### src/design/lsfs_pkg.sv
package lsfs_pkg;

    // Configuration register indexes
    localparam logic CFG_LED_COUNT = 1'b0;
    localparam logic CFG_HALF_PERIOD = 1'b1;

    localparam int CFG_INDEX_W = 1;
    localparam int CFG_DATA_W = 11;
    localparam int COUNT_W = 11;

    localparam logic [COUNT_W-1:0] LED_COUNT_RESET = 11'd30;

    // Top three bits of every LED word
    localparam logic [2:0] LED_HEADER = 3'b111;

    localparam int WORD_W = 32;
    localparam int BIT_IDX_W = 5;

    // One LED as the front hands it to the serializer
    typedef struct packed {
        logic lead;                // start frame goes out first
        logic tail;                // end frame follows this LED
        logic [WORD_W-1:0] word;   // header+brightness, blue, green, red
    } t_job;

    typedef struct packed {
        logic full;
        logic empty;
    } t_q_stat;

endpackage

### src/design/lsfs_front.sv
module lsfs_front #(
    parameter int MAX_LEDS = 1024
) (
    input  logic                             i_clk,
    input  logic                             i_rst_n,
    input  logic                             i_cfg_valid,
    output logic                             o_cfg_ready,
    input  logic [lsfs_pkg::CFG_INDEX_W-1:0] i_cfg_index,
    input  logic [lsfs_pkg::CFG_DATA_W-1:0]  i_cfg_data,
    input  logic                             i_s_axis_tvalid,
    output logic                             o_s_axis_tready,
    input  logic [31:0]                      i_s_axis_tdata,
    input  lsfs_pkg::t_q_stat                i_q_stat,
    output logic                             o_push,
    output lsfs_pkg::t_job                   o_job
);

    localparam int PW = $clog2(MAX_LEDS);
    localparam int CW = (PW + 1 > lsfs_pkg::COUNT_W) ? PW + 1 : lsfs_pkg::COUNT_W;

    logic [lsfs_pkg::COUNT_W-1:0] r_led_count;
    logic [PW-1:0]                r_position;
    logic [PW-1:0]                n_position;
    logic [CW-1:0]                w_cnt_raw;
    logic [CW-1:0]                w_cnt_max;
    logic [CW-1:0]                w_cnt_eff;
    logic [CW-1:0]                w_pos_inc;
    logic                         w_tail;
    logic                         w_accept;

    assign o_cfg_ready = 1'b1;

    // Only led_count is stored; half-period writes are accepted and dropped, so beats do not depend on it.
    always_ff @(posedge i_clk) begin
        if (!i_rst_n) begin
            r_led_count <= lsfs_pkg::LED_COUNT_RESET;
        end else if (i_cfg_valid && i_cfg_index == lsfs_pkg::CFG_LED_COUNT) begin
            r_led_count <= i_cfg_data[lsfs_pkg::COUNT_W-1:0];
        end
    end

    // Clamp the count into the legal range
    always_comb begin
        w_cnt_raw = CW'(r_led_count);
        w_cnt_max = CW'(MAX_LEDS);
        if (w_cnt_raw < CW'(2)) begin
            w_cnt_eff = CW'(2);
        end else if (w_cnt_raw > w_cnt_max) begin
            w_cnt_eff = w_cnt_max;
        end else begin
            w_cnt_eff = w_cnt_raw;
        end
    end

    assign w_pos_inc = CW'(r_position) + CW'(1);
    assign w_tail = (w_pos_inc >= w_cnt_eff);

    assign o_s_axis_tready = !i_q_stat.full;
    assign w_accept = i_s_axis_tvalid && !i_q_stat.full;

    always_comb begin
        n_position = r_position;
        if (w_accept) begin
            n_position = w_tail ? '0 : w_pos_inc[PW-1:0];
        end
    end

    always_ff @(posedge i_clk) begin
        if (!i_rst_n) begin
            r_position <= '0;
        end else begin
            r_position <= n_position;
        end
    end

    assign o_push = w_accept;
    assign o_job.lead = (r_position == '0);
    assign o_job.tail = w_tail;
    assign o_job.word = {lsfs_pkg::LED_HEADER, i_s_axis_tdata[7:3],
                         i_s_axis_tdata[31:24], i_s_axis_tdata[23:16],
                         i_s_axis_tdata[15:8]};

endmodule

### src/design/lsfs_queue.sv
module lsfs_queue (
    input  logic              i_clk,
    input  logic              i_rst_n,
    input  logic              i_push,
    input  lsfs_pkg::t_job    i_job,
    input  logic              i_pop,
    output lsfs_pkg::t_job    o_head,
    output lsfs_pkg::t_q_stat o_stat
);

    lsfs_pkg::t_job r_slot [2];
    logic           r_wr;
    logic           r_rd;
    logic [1:0]     r_cnt;
    logic [1:0]     n_cnt;

    always_ff @(posedge i_clk) begin
        if (i_push) begin
            r_slot[r_wr] <= i_job;
        end
    end

    always_comb begin
        n_cnt = r_cnt;
        if (i_push && !i_pop) begin
            n_cnt = r_cnt + 2'd1;
        end else if (i_pop && !i_push) begin
            n_cnt = r_cnt - 2'd1;
        end
    end

    always_ff @(posedge i_clk) begin
        if (!i_rst_n) begin
            r_wr  <= 1'b0;
            r_rd  <= 1'b0;
            r_cnt <= 2'd0;
        end else begin
            if (i_push) begin
                r_wr <= ~r_wr;
            end
            if (i_pop) begin
                r_rd <= ~r_rd;
            end
            r_cnt <= n_cnt;
        end
    end

    assign o_head = r_slot[r_rd];
    assign o_stat.full = (r_cnt == 2'd2);
    assign o_stat.empty = (r_cnt == 2'd0);

endmodule

### src/design/lsfs_back.sv
module lsfs_back (
    input  logic              i_clk,
    input  logic              i_rst_n,
    input  lsfs_pkg::t_job    i_head,
    input  lsfs_pkg::t_q_stat i_q_stat,
    output logic              o_pop,
    output logic              o_m_axis_tvalid,
    input  logic              i_m_axis_tready,
    output logic [7:0]        o_m_axis_tdata,
    output logic              o_m_axis_tlast,
    output logic              o_m_axis_tuser
);

    localparam logic [1:0] SEG_START = 2'd0;
    localparam logic [1:0] SEG_LED   = 2'd1;
    localparam logic [1:0] SEG_END   = 2'd2;

    logic [1:0]                    r_seg;
    logic [1:0]                    n_seg;
    logic [1:0]                    w_seg;
    logic [lsfs_pkg::BIT_IDX_W-1:0] r_bit;
    logic [lsfs_pkg::BIT_IDX_W-1:0] n_bit;
    logic                          r_valid;
    logic                          r_data;
    logic                          r_last;
    logic                          r_done;
    logic                          w_step;
    logic                          w_seg_end;
    logic                          w_job_end;
    logic                          w_bit;

    // A job without a start frame enters straight at the LED word
    assign w_seg = (r_seg == SEG_START && !i_head.lead) ? SEG_LED : r_seg;

    assign w_step = !i_q_stat.empty && (!r_valid || i_m_axis_tready);
    assign w_seg_end = (r_bit == '0);
    assign w_job_end = w_seg_end &&
                       (w_seg == SEG_END || (w_seg == SEG_LED && !i_head.tail));

    always_comb begin
        unique case (w_seg)
            SEG_START: w_bit = 1'b0;
            SEG_LED:   w_bit = i_head.word[r_bit];
            SEG_END:   w_bit = 1'b1;
            default:   w_bit = 1'b0;
        endcase
    end

    always_comb begin
        n_seg = r_seg;
        n_bit = r_bit;
        if (w_step) begin
            if (w_job_end) begin
                n_seg = SEG_START;
                n_bit = '1;
            end else if (w_seg_end) begin
                n_seg = w_seg + 2'd1;
                n_bit = '1;
            end else begin
                n_seg = w_seg;
                n_bit = r_bit - lsfs_pkg::BIT_IDX_W'(1);
            end
        end
    end

    always_ff @(posedge i_clk) begin
        if (!i_rst_n) begin
            r_seg   <= SEG_START;
            r_bit   <= '1;
            r_valid <= 1'b0;
        end else begin
            r_seg <= n_seg;
            r_bit <= n_bit;
            if (w_step) begin
                r_valid <= 1'b1;
            end else if (i_m_axis_tready) begin
                r_valid <= 1'b0;
            end
        end
    end

    always_ff @(posedge i_clk) begin
        if (w_step) begin
            r_data <= w_bit;
            r_last <= w_job_end;
            r_done <= w_job_end && (w_seg == SEG_END);
        end
    end

    assign o_pop = w_step && w_job_end;
    assign o_m_axis_tvalid = r_valid;
    assign o_m_axis_tdata = {7'd0, r_data};
    assign o_m_axis_tlast = r_last;
    assign o_m_axis_tuser = r_done;

endmodule

### src/design/led_strip_frame_serializer_unit.sv
// Channel   Direction  Beat contents
// s_axis    in         tdata[7:0] led_level, [15:8] red, [23:16] green, [31:24] blue
// m_axis    out        tdata[0] data_bit (rest zero), tlast last_of_run, tuser frame_done
// cfg       in         index 0 led_count (11 bits), index 1 bit_half_period (8 bits)
//
// One bit leaves the output register per cycle unless m_axis stalls or no LED waits:
// an LED sends its word, with a start frame if first in a frame, an end frame if last.
// A two-entry queue lets the next LED be accepted while the current one shifts out.
// Reset is synchronous, active low; it clears the LED position, so the next LED
// starts a frame, and restores led_count to 30.
// A stalled m_axis holds its beat and the serializer; s_axis stalls only on a full queue.
module led_strip_frame_serializer_unit #(
    parameter int MAX_LEDS = 1024
) (
    input  logic                             i_clk,
    input  logic                             i_rst_n,
    input  logic                             i_cfg_valid,
    output logic                             o_cfg_ready,
    input  logic [lsfs_pkg::CFG_INDEX_W-1:0] i_cfg_index,
    input  logic [lsfs_pkg::CFG_DATA_W-1:0]  i_cfg_data,
    input  logic                             i_s_axis_tvalid,
    output logic                             o_s_axis_tready,
    // led_level[7:0], red[15:8], green[23:16], blue[31:24]
    input  logic [31:0]                      i_s_axis_tdata,
    output logic                             o_m_axis_tvalid,
    input  logic                             i_m_axis_tready,
    // data_bit[0], zero fill [7:1]
    output logic [7:0]                       o_m_axis_tdata,
    output logic                             o_m_axis_tlast,
    // frame_done[0]
    output logic                             o_m_axis_tuser
);

    lsfs_pkg::t_job    w_push_job;
    lsfs_pkg::t_job    w_head;
    lsfs_pkg::t_q_stat w_q_stat;
    logic              w_push;
    logic              w_pop;

    // Front: hold the config, classify each LED and pack its word
    lsfs_front #(
        .MAX_LEDS(MAX_LEDS)
    ) u_front (
        .i_clk           (i_clk),
        .i_rst_n         (i_rst_n),
        .i_cfg_valid     (i_cfg_valid),
        .o_cfg_ready     (o_cfg_ready),
        .i_cfg_index     (i_cfg_index),
        .i_cfg_data      (i_cfg_data),
        .i_s_axis_tvalid (i_s_axis_tvalid),
        .o_s_axis_tready (o_s_axis_tready),
        .i_s_axis_tdata  (i_s_axis_tdata),
        .i_q_stat        (w_q_stat),
        .o_push          (w_push),
        .o_job           (w_push_job)
    );

    // Queue: decouple acceptance from shifting
    lsfs_queue u_queue (
        .i_clk   (i_clk),
        .i_rst_n (i_rst_n),
        .i_push  (w_push),
        .i_job   (w_push_job),
        .i_pop   (w_pop),
        .o_head  (w_head),
        .o_stat  (w_q_stat)
    );

    // Back: shift start frame, LED word and end frame out MSB first
    lsfs_back u_back (
        .i_clk           (i_clk),
        .i_rst_n         (i_rst_n),
        .i_head          (w_head),
        .i_q_stat        (w_q_stat),
        .o_pop           (w_pop),
        .o_m_axis_tvalid (o_m_axis_tvalid),
        .i_m_axis_tready (i_m_axis_tready),
        .o_m_axis_tdata  (o_m_axis_tdata),
        .o_m_axis_tlast  (o_m_axis_tlast),
        .o_m_axis_tuser  (o_m_axis_tuser)
    );

endmodule

### config.mk
export PLATFORM = sky130hd
export DESIGN_NAME = led_strip_frame_serializer_unit
export DESIGN_NICKNAME = d
export VERILOG_FILES = /design/src/design/lsfs_pkg.sv /design/src/design/lsfs_front.sv /design/src/design/lsfs_queue.sv /design/src/design/lsfs_back.sv /design/src/design/led_strip_frame_serializer_unit.sv
export SDC_FILE = /design/constraint.sdc
export NUM_CORES = 1
export LEC_CHECK = 0
export BUFFER_PORTS_ARGS = -buffer_cell sky130_fd_sc_hd__buf_4
export CAP_MARGIN = 10
export CORE_MARGIN = 2
export CORE_UTILIZATION = 62
export CTS_CLUSTER_DIAMETER = 150
export DETAILED_ROUTE_END_ITERATION = 16
export GPL_ROUTABILITY_DRIVEN = 0
export PLACE_DENSITY_LB_ADDON = 0.15
export SLEW_MARGIN = 10
export SYNTH_ARGS = -nofsm -noshare
export SYNTH_HDL_FRONTEND = slang
export SYNTH_SLANG_ARGS = --single-unit
export TNS_END_PERCENT = 30
### constraint.sdc
create_clock -name i_clk -period 8.4 [get_ports i_clk]
set_input_delay 0 -clock i_clk [delete_from_list [all_inputs] [get_ports i_clk]]
set_output_delay 0 -clock i_clk [all_outputs]
set_load 0.1 [all_outputs]
# After elaboration in Yosys (flattened, before gate mapping)
# Memories as Yosys holds them, arrays and structs flattened. A register that Yosys moved wholly into a read port is not among the register bits.
# Index checks and enable logic that the tools add are counted.
# totals
register_bits,36
ram_bits,62
inputBits,49
output_inout_bits,13
wordCells,71
mem_count,1
# memory_table
name,words,word_bits,rd,rd_clocked_by_memory_dff,wr,line_no,text
u_queue.r_slot,2,31,1,1,1,lsfs_queue.sv:11,lsfs_pkg::t_job r_slot [2];
# classes
add_sub_neg,5
magnitude_cmp,4
n_eq_ne,3
n_mux,19
bitwise,3
n_reduce_logical,25
# op_table
op,count
11-bit two-way mux,2
"10-bit by 1-bit adder with 11-bit output, second input constant",1
11-bit >= comparator,1
"11-bit greater-than comparator, second input constant",1
"11-bit by 2-bit < comparator with 1-bit output, second input constant",1
1-bit logical AND,10
10-bit logical NOT,1
10-bit two-way mux,1
2-bit two-way mux,5
5-bit two-way mux,2
1-bit logical NOT,7
1-bit two-way mux,7
"5-bit by 6-bit < comparator with 1-bit output, second input constant",1
1-bit binary-select mux with 5-bit select,1
5-bit logical NOT,1
"5-bit by 1-bit subtractor with 5-bit output, second input constant",1
"2-bit by 1-bit adder with 2-bit output, second input constant",2
"2-bit == test, second input constant",2
2-bit logical NOT,2
2-bit nonzero test,2
1-bit inverter,3
"2-bit by 1-bit == test with 1-bit output, second input constant",1
1-bit logical OR,2
1-bit one-hot mux with 2 select lines,1
"2-bit by 1-bit subtractor with 2-bit output, second input constant",1

# Longest topological paths before layout
# logic_depth
ltp_word,11
depth_mapped,11
depth_no_buf,11

# By module
# A second synthesis with hierarchy kept.
# unflattened
hier_cells,434
hier_area_um2,5197.5
# by_module_without_submodules
mod,instances,cells_per_inst,area_per_inst_um2,seq_area_each_um2
lsfs_queue,1,128,2671.3,2142.1
lsfs_front,1,211,1614.0,420.4
lsfs_back,1,95,912.1,250.2

# Worst setup path before layout
# No wires, ideal clock.
# synth_path
kind,flip-flop to flip-flop
startpoint,register u_queue.r_cnt[0]
endpoint,memory u_queue.r_slot[0][0] (netlist bit) (enable)
setup_ps,420
arrival_ps,2911
required_ps,7980
path_slack_ps,5068
stages_incl_launch_ff,5
synth_period_minus_slack_ps,3332
path_cell_list,dfxtp_1 > nand2b_1 > nand2_1 > buf_2 > nor2_1
# synth_via
elab_chain_len,5
# synth_rtl
item,line_no,text
from (decl),lsfs_queue.sv:14,logic [1:0] r_cnt;
from (signal assigned),lsfs_queue.sv:44,r_cnt <= n_cnt;
2-bit == test,lsfs_queue.sv:49,assign o_stat.full = (r_cnt == 2'd2);
1-bit logical NOT,-,
net o_s_axis_tready,led_strip_frame_serializer_unit.sv:22,"output logic o_s_axis_tready,"
1-bit logical AND,lsfs_front.sv:59,assign w_accept = i_s_axis_tvalid && !i_q_stat.full;
1-bit two-way mux,lsfs_queue.sv:18,if (i_push) begin
1-bit two-way mux (not written as such),lsfs_queue.sv:19,r_slot[r_wr] <= i_job;
to (decl),lsfs_queue.sv:11,
# The timed path passes the listed nets, and every way through them passes these cells.

# Worst setup path after layout
# layout_path
startpoint,register u_front.r_position[0]
endpoint,register u_front.r_position[8]
# layout_via
elab_chain_len,3
# layout_rtl
item,line_no,text
from (decl),lsfs_front.sv:22,logic [PW-1:0] r_position;
from (signal assigned),lsfs_front.sv:72,r_position <= n_position;
10-bit by 1-bit adder with 11-bit output *,lsfs_front.sv:55,assign w_pos_inc = CW'(r_position) + CW'(1);
11-bit >= comparator,lsfs_front.sv:56,assign w_tail = (w_pos_inc >= w_cnt_eff);
10-bit two-way mux *,lsfs_front.sv:64,n_position = w_tail ? '0 : w_pos_inc[PW-1:0];
# Mark *: on every way between the ends. The rest lies on a longest branch, timed or not.
# A chain may end at the register's enable or synchronous reset.

==> out/metrics.cfg <==
[global_routing]
antenna_found_initial=0
grt_start_max_net_pins=33
grt_pass1_wl_mm=15.2
grt_usage=0.257
grt_pass1_vias=3127
gr-total-overflow=0

[detailed_routing]
routedWlPerCell_um=17.0
via_per_inst=5.63
first_pass_iters=5
drtIter0Drc=300
antenna_left=0
drc_errors=0
vias=3159
wirelength_mm=9.52

[die]
rows=31
fp.dieH_um=89.5
initial_core_util=0.632
core_sq_um=7180
ios=62
die_w_um=89.5
die-area_sq_um=8020

[clock_network]
h-tree-depth=3
cts_tree=done
cts_sinks=99
path_clk_slew_ns=0.10
clock_tree.buffer_depth=2
clk_latency_ns=0.38
numCtsBuffers=9
cts_root_buf=clkbuf_8
cts_setup_buffers=0

[setup_path]
r2r_cells=11
critPathKind=flop to flop
critPathRequiredTime_ns=8.71
rr_endpoint=u_front.r_position[8]
timing.rr.start=u_front.r_position[0]
worstSetupEndpointType=flop
r2r_setup_slack_ns=4.98
path_max_fanout=7
cp.arrival_ns=3.72
startpoint_type=flop

[yosys]
synthArstFlopShare=0
ys_seq_area_frac=0.580
ys_warn_count=0
netlist_area_sq_um=4540
synth_edf_count=65
synth_cells=364
syn_area_per_cell_sq_um=12.5
synthFlopType=edfxtp_1
synth.top_cell.area_share=0.430
synth_area_leaders=edfxtp_1, dfxtp_1, mux4_1
synth_top_area_cell=edfxtp_1
synth_top_cells_by_count=edfxtp_1, nand2_1, dfxtp_1
ys_ff_latch=99
yosysMostFrequentCell=edfxtp_1
yosys.cell_types.count=51

[min_path]
min_from=i_m_axis_tready
hold_path_end=u_back.o_m_axis_tvalid
min-delay-path-class=input port to flop
hold_depth=3

[layout]
fin_util=0.778
diodes=0
nNetsFinal=521
layout-drive-gt1-share=0.173
area_delta_synth_final_pct=23.1

[sta]
final_hold_viol_count=0
finalMaxSlewViolations=0
skew_ns=0.0165
maxSlewHeadroom=0.409
fin_crit_sh=0.407
tightest_slew_ns=0.879
min_period_ns=3.42
rsz0062_at_grt=no
fmax_ghz=0.292
setup_ws_ns=4.98
fin_tns_setup_ns=0
setup_viol=0
timing.hold.ws_ns=0.00634

[job]
maxCapViolations=0

[pwr]
ir_drop_uv=155
power.leakage_nw=2.17
pwr_density_cell_nw_per_um2=195
finalPower_w=0.00109

[placement]
io_buffers=50
place_hpwl_mm=5.66
dpl_worst_slack_ns=5.10

[status]
run_status=finished clean

==> how the worst max path moves through the flow <==
stage / slack [ns] / cells after the start / from / to
global placement: 5.21 / 11 / u_front.r_position[2] / u_front.r_position[8]
global route: 4.69 / 11 / u_front.r_position[0] / u_front.r_position[7]
CTS: 5.07 / 11 / u_front.r_position[2] / u_front.r_position[8]
floorplan: 5.07 / 4 / u_queue.r_cnt[0] / u_queue.r_slot[0][0]
finish: 4.98 / 11 / u_front.r_position[0] / u_front.r_position[8]
detailed placement: 5.10 / 11 / u_front.r_position[0] / u_front.r_position[8]
==> layer usage <==
layer,wire (um),track usage
met5,0,0
met4,189,0.102
met3,473,0.0379
met2,4920,0.434
met1,3940,0.337
==> cell families (layout without fill, tap and decap cells) <==
logic type               count (synthesis)  in the layout  share of synthesized area
XOR/XNOR                                18             18                     0.0347
flip-flops                              99             99                      0.580
adder cells (fa/ha/maj)                 15             15                     0.0414
buffers and inverters                   35            127                     0.0433
AO/OA/AOI/OAI                           54             54                     0.0866
AND/OR/NAND/NOR                        120            120                      0.122
multiplexers                            21             21                     0.0902
other                                    2              8                    0.00166
==> report_power, final <==
group          total (W)  switching [W]  internal, W
registers       0.000586      0.0000248     0.000561
logic           0.000197       0.000123    0.0000741
clock network   0.000305       0.000187     0.000118
==> cell usage in the layout, fill, tap and decap left out, drive strengths merged, types with 2 or more instances in the layout <==
master        n
xor2          8
nand2        50
or3           2
dlygate4sd3  45
nand3b        3
mux2          2
mux4         13
inv          14
buf          53
nand4         2
ha           15
nor2         25
nor2b         4
nand2b        4
and2          6
a2111oi       2
dfxtp        34
and3          2
o31ai         3
o211ai        6
o21ai        10
a21boi       11
nor4          4
nand3        12
a211oi        3
clkinv        5
xnor2        10
a21o          4
a21oi         6
a211o         2
clkbuf        9
mux2i         6
nor3          3
edfxtp       65
conb          8
==> flip-flops by register name (all words and copies together), names as in the netlist, 2 cells and up, named ones only <==
signal / count
u_front.r_led_count: 11
u_queue.r_slot: 62
u_back.r_seg: 2
u_back.r_bit: 5
u_front.r_position: 10
u_queue.r_cnt: 2
==> timing repair <==
action	CTS	global route
endpoints found under the setup margin	0	0
hold buffers	45	0
resized for setup	0	0
hold endpoints to repair	74	0
==> metrics by stage <==
step	instance area, sq um	cells
6_report	5590	561
5_1_grt	5590	561
4_1_cts	5590	561
3_5_place_dp	4940	500
3_3_place_gp	4940	500
2_1_floorplan	4560	370
==> cell type report <==
cell class / instances / area [sq um]
inverter: 13 / 48.8
clock buffer: 9 / 124
fill: 434 / 1590
sequential: 99 / 2630
tap: 99 / 124
clock inverter: 7 / 75.1
multi-input combinational: 236 / 1730
timing repair buffer: 98 / 848
==> worst max-delay path, cell delays in order (launching register included) <==
cell and delay [ns]:
dfxtp_1 0.45, nand3_1 0.17, nor2_1 0.33, and4_1 0.26, xnor2_1 0.16, inv_1 0.07
ha_1 0.30, a2111oi_0 0.39, o21ai_0 0.15, a221oi_1 0.57, o31ai_1 0.33, a21oi_1 0.18
Power figures use the tool's default switching activity.
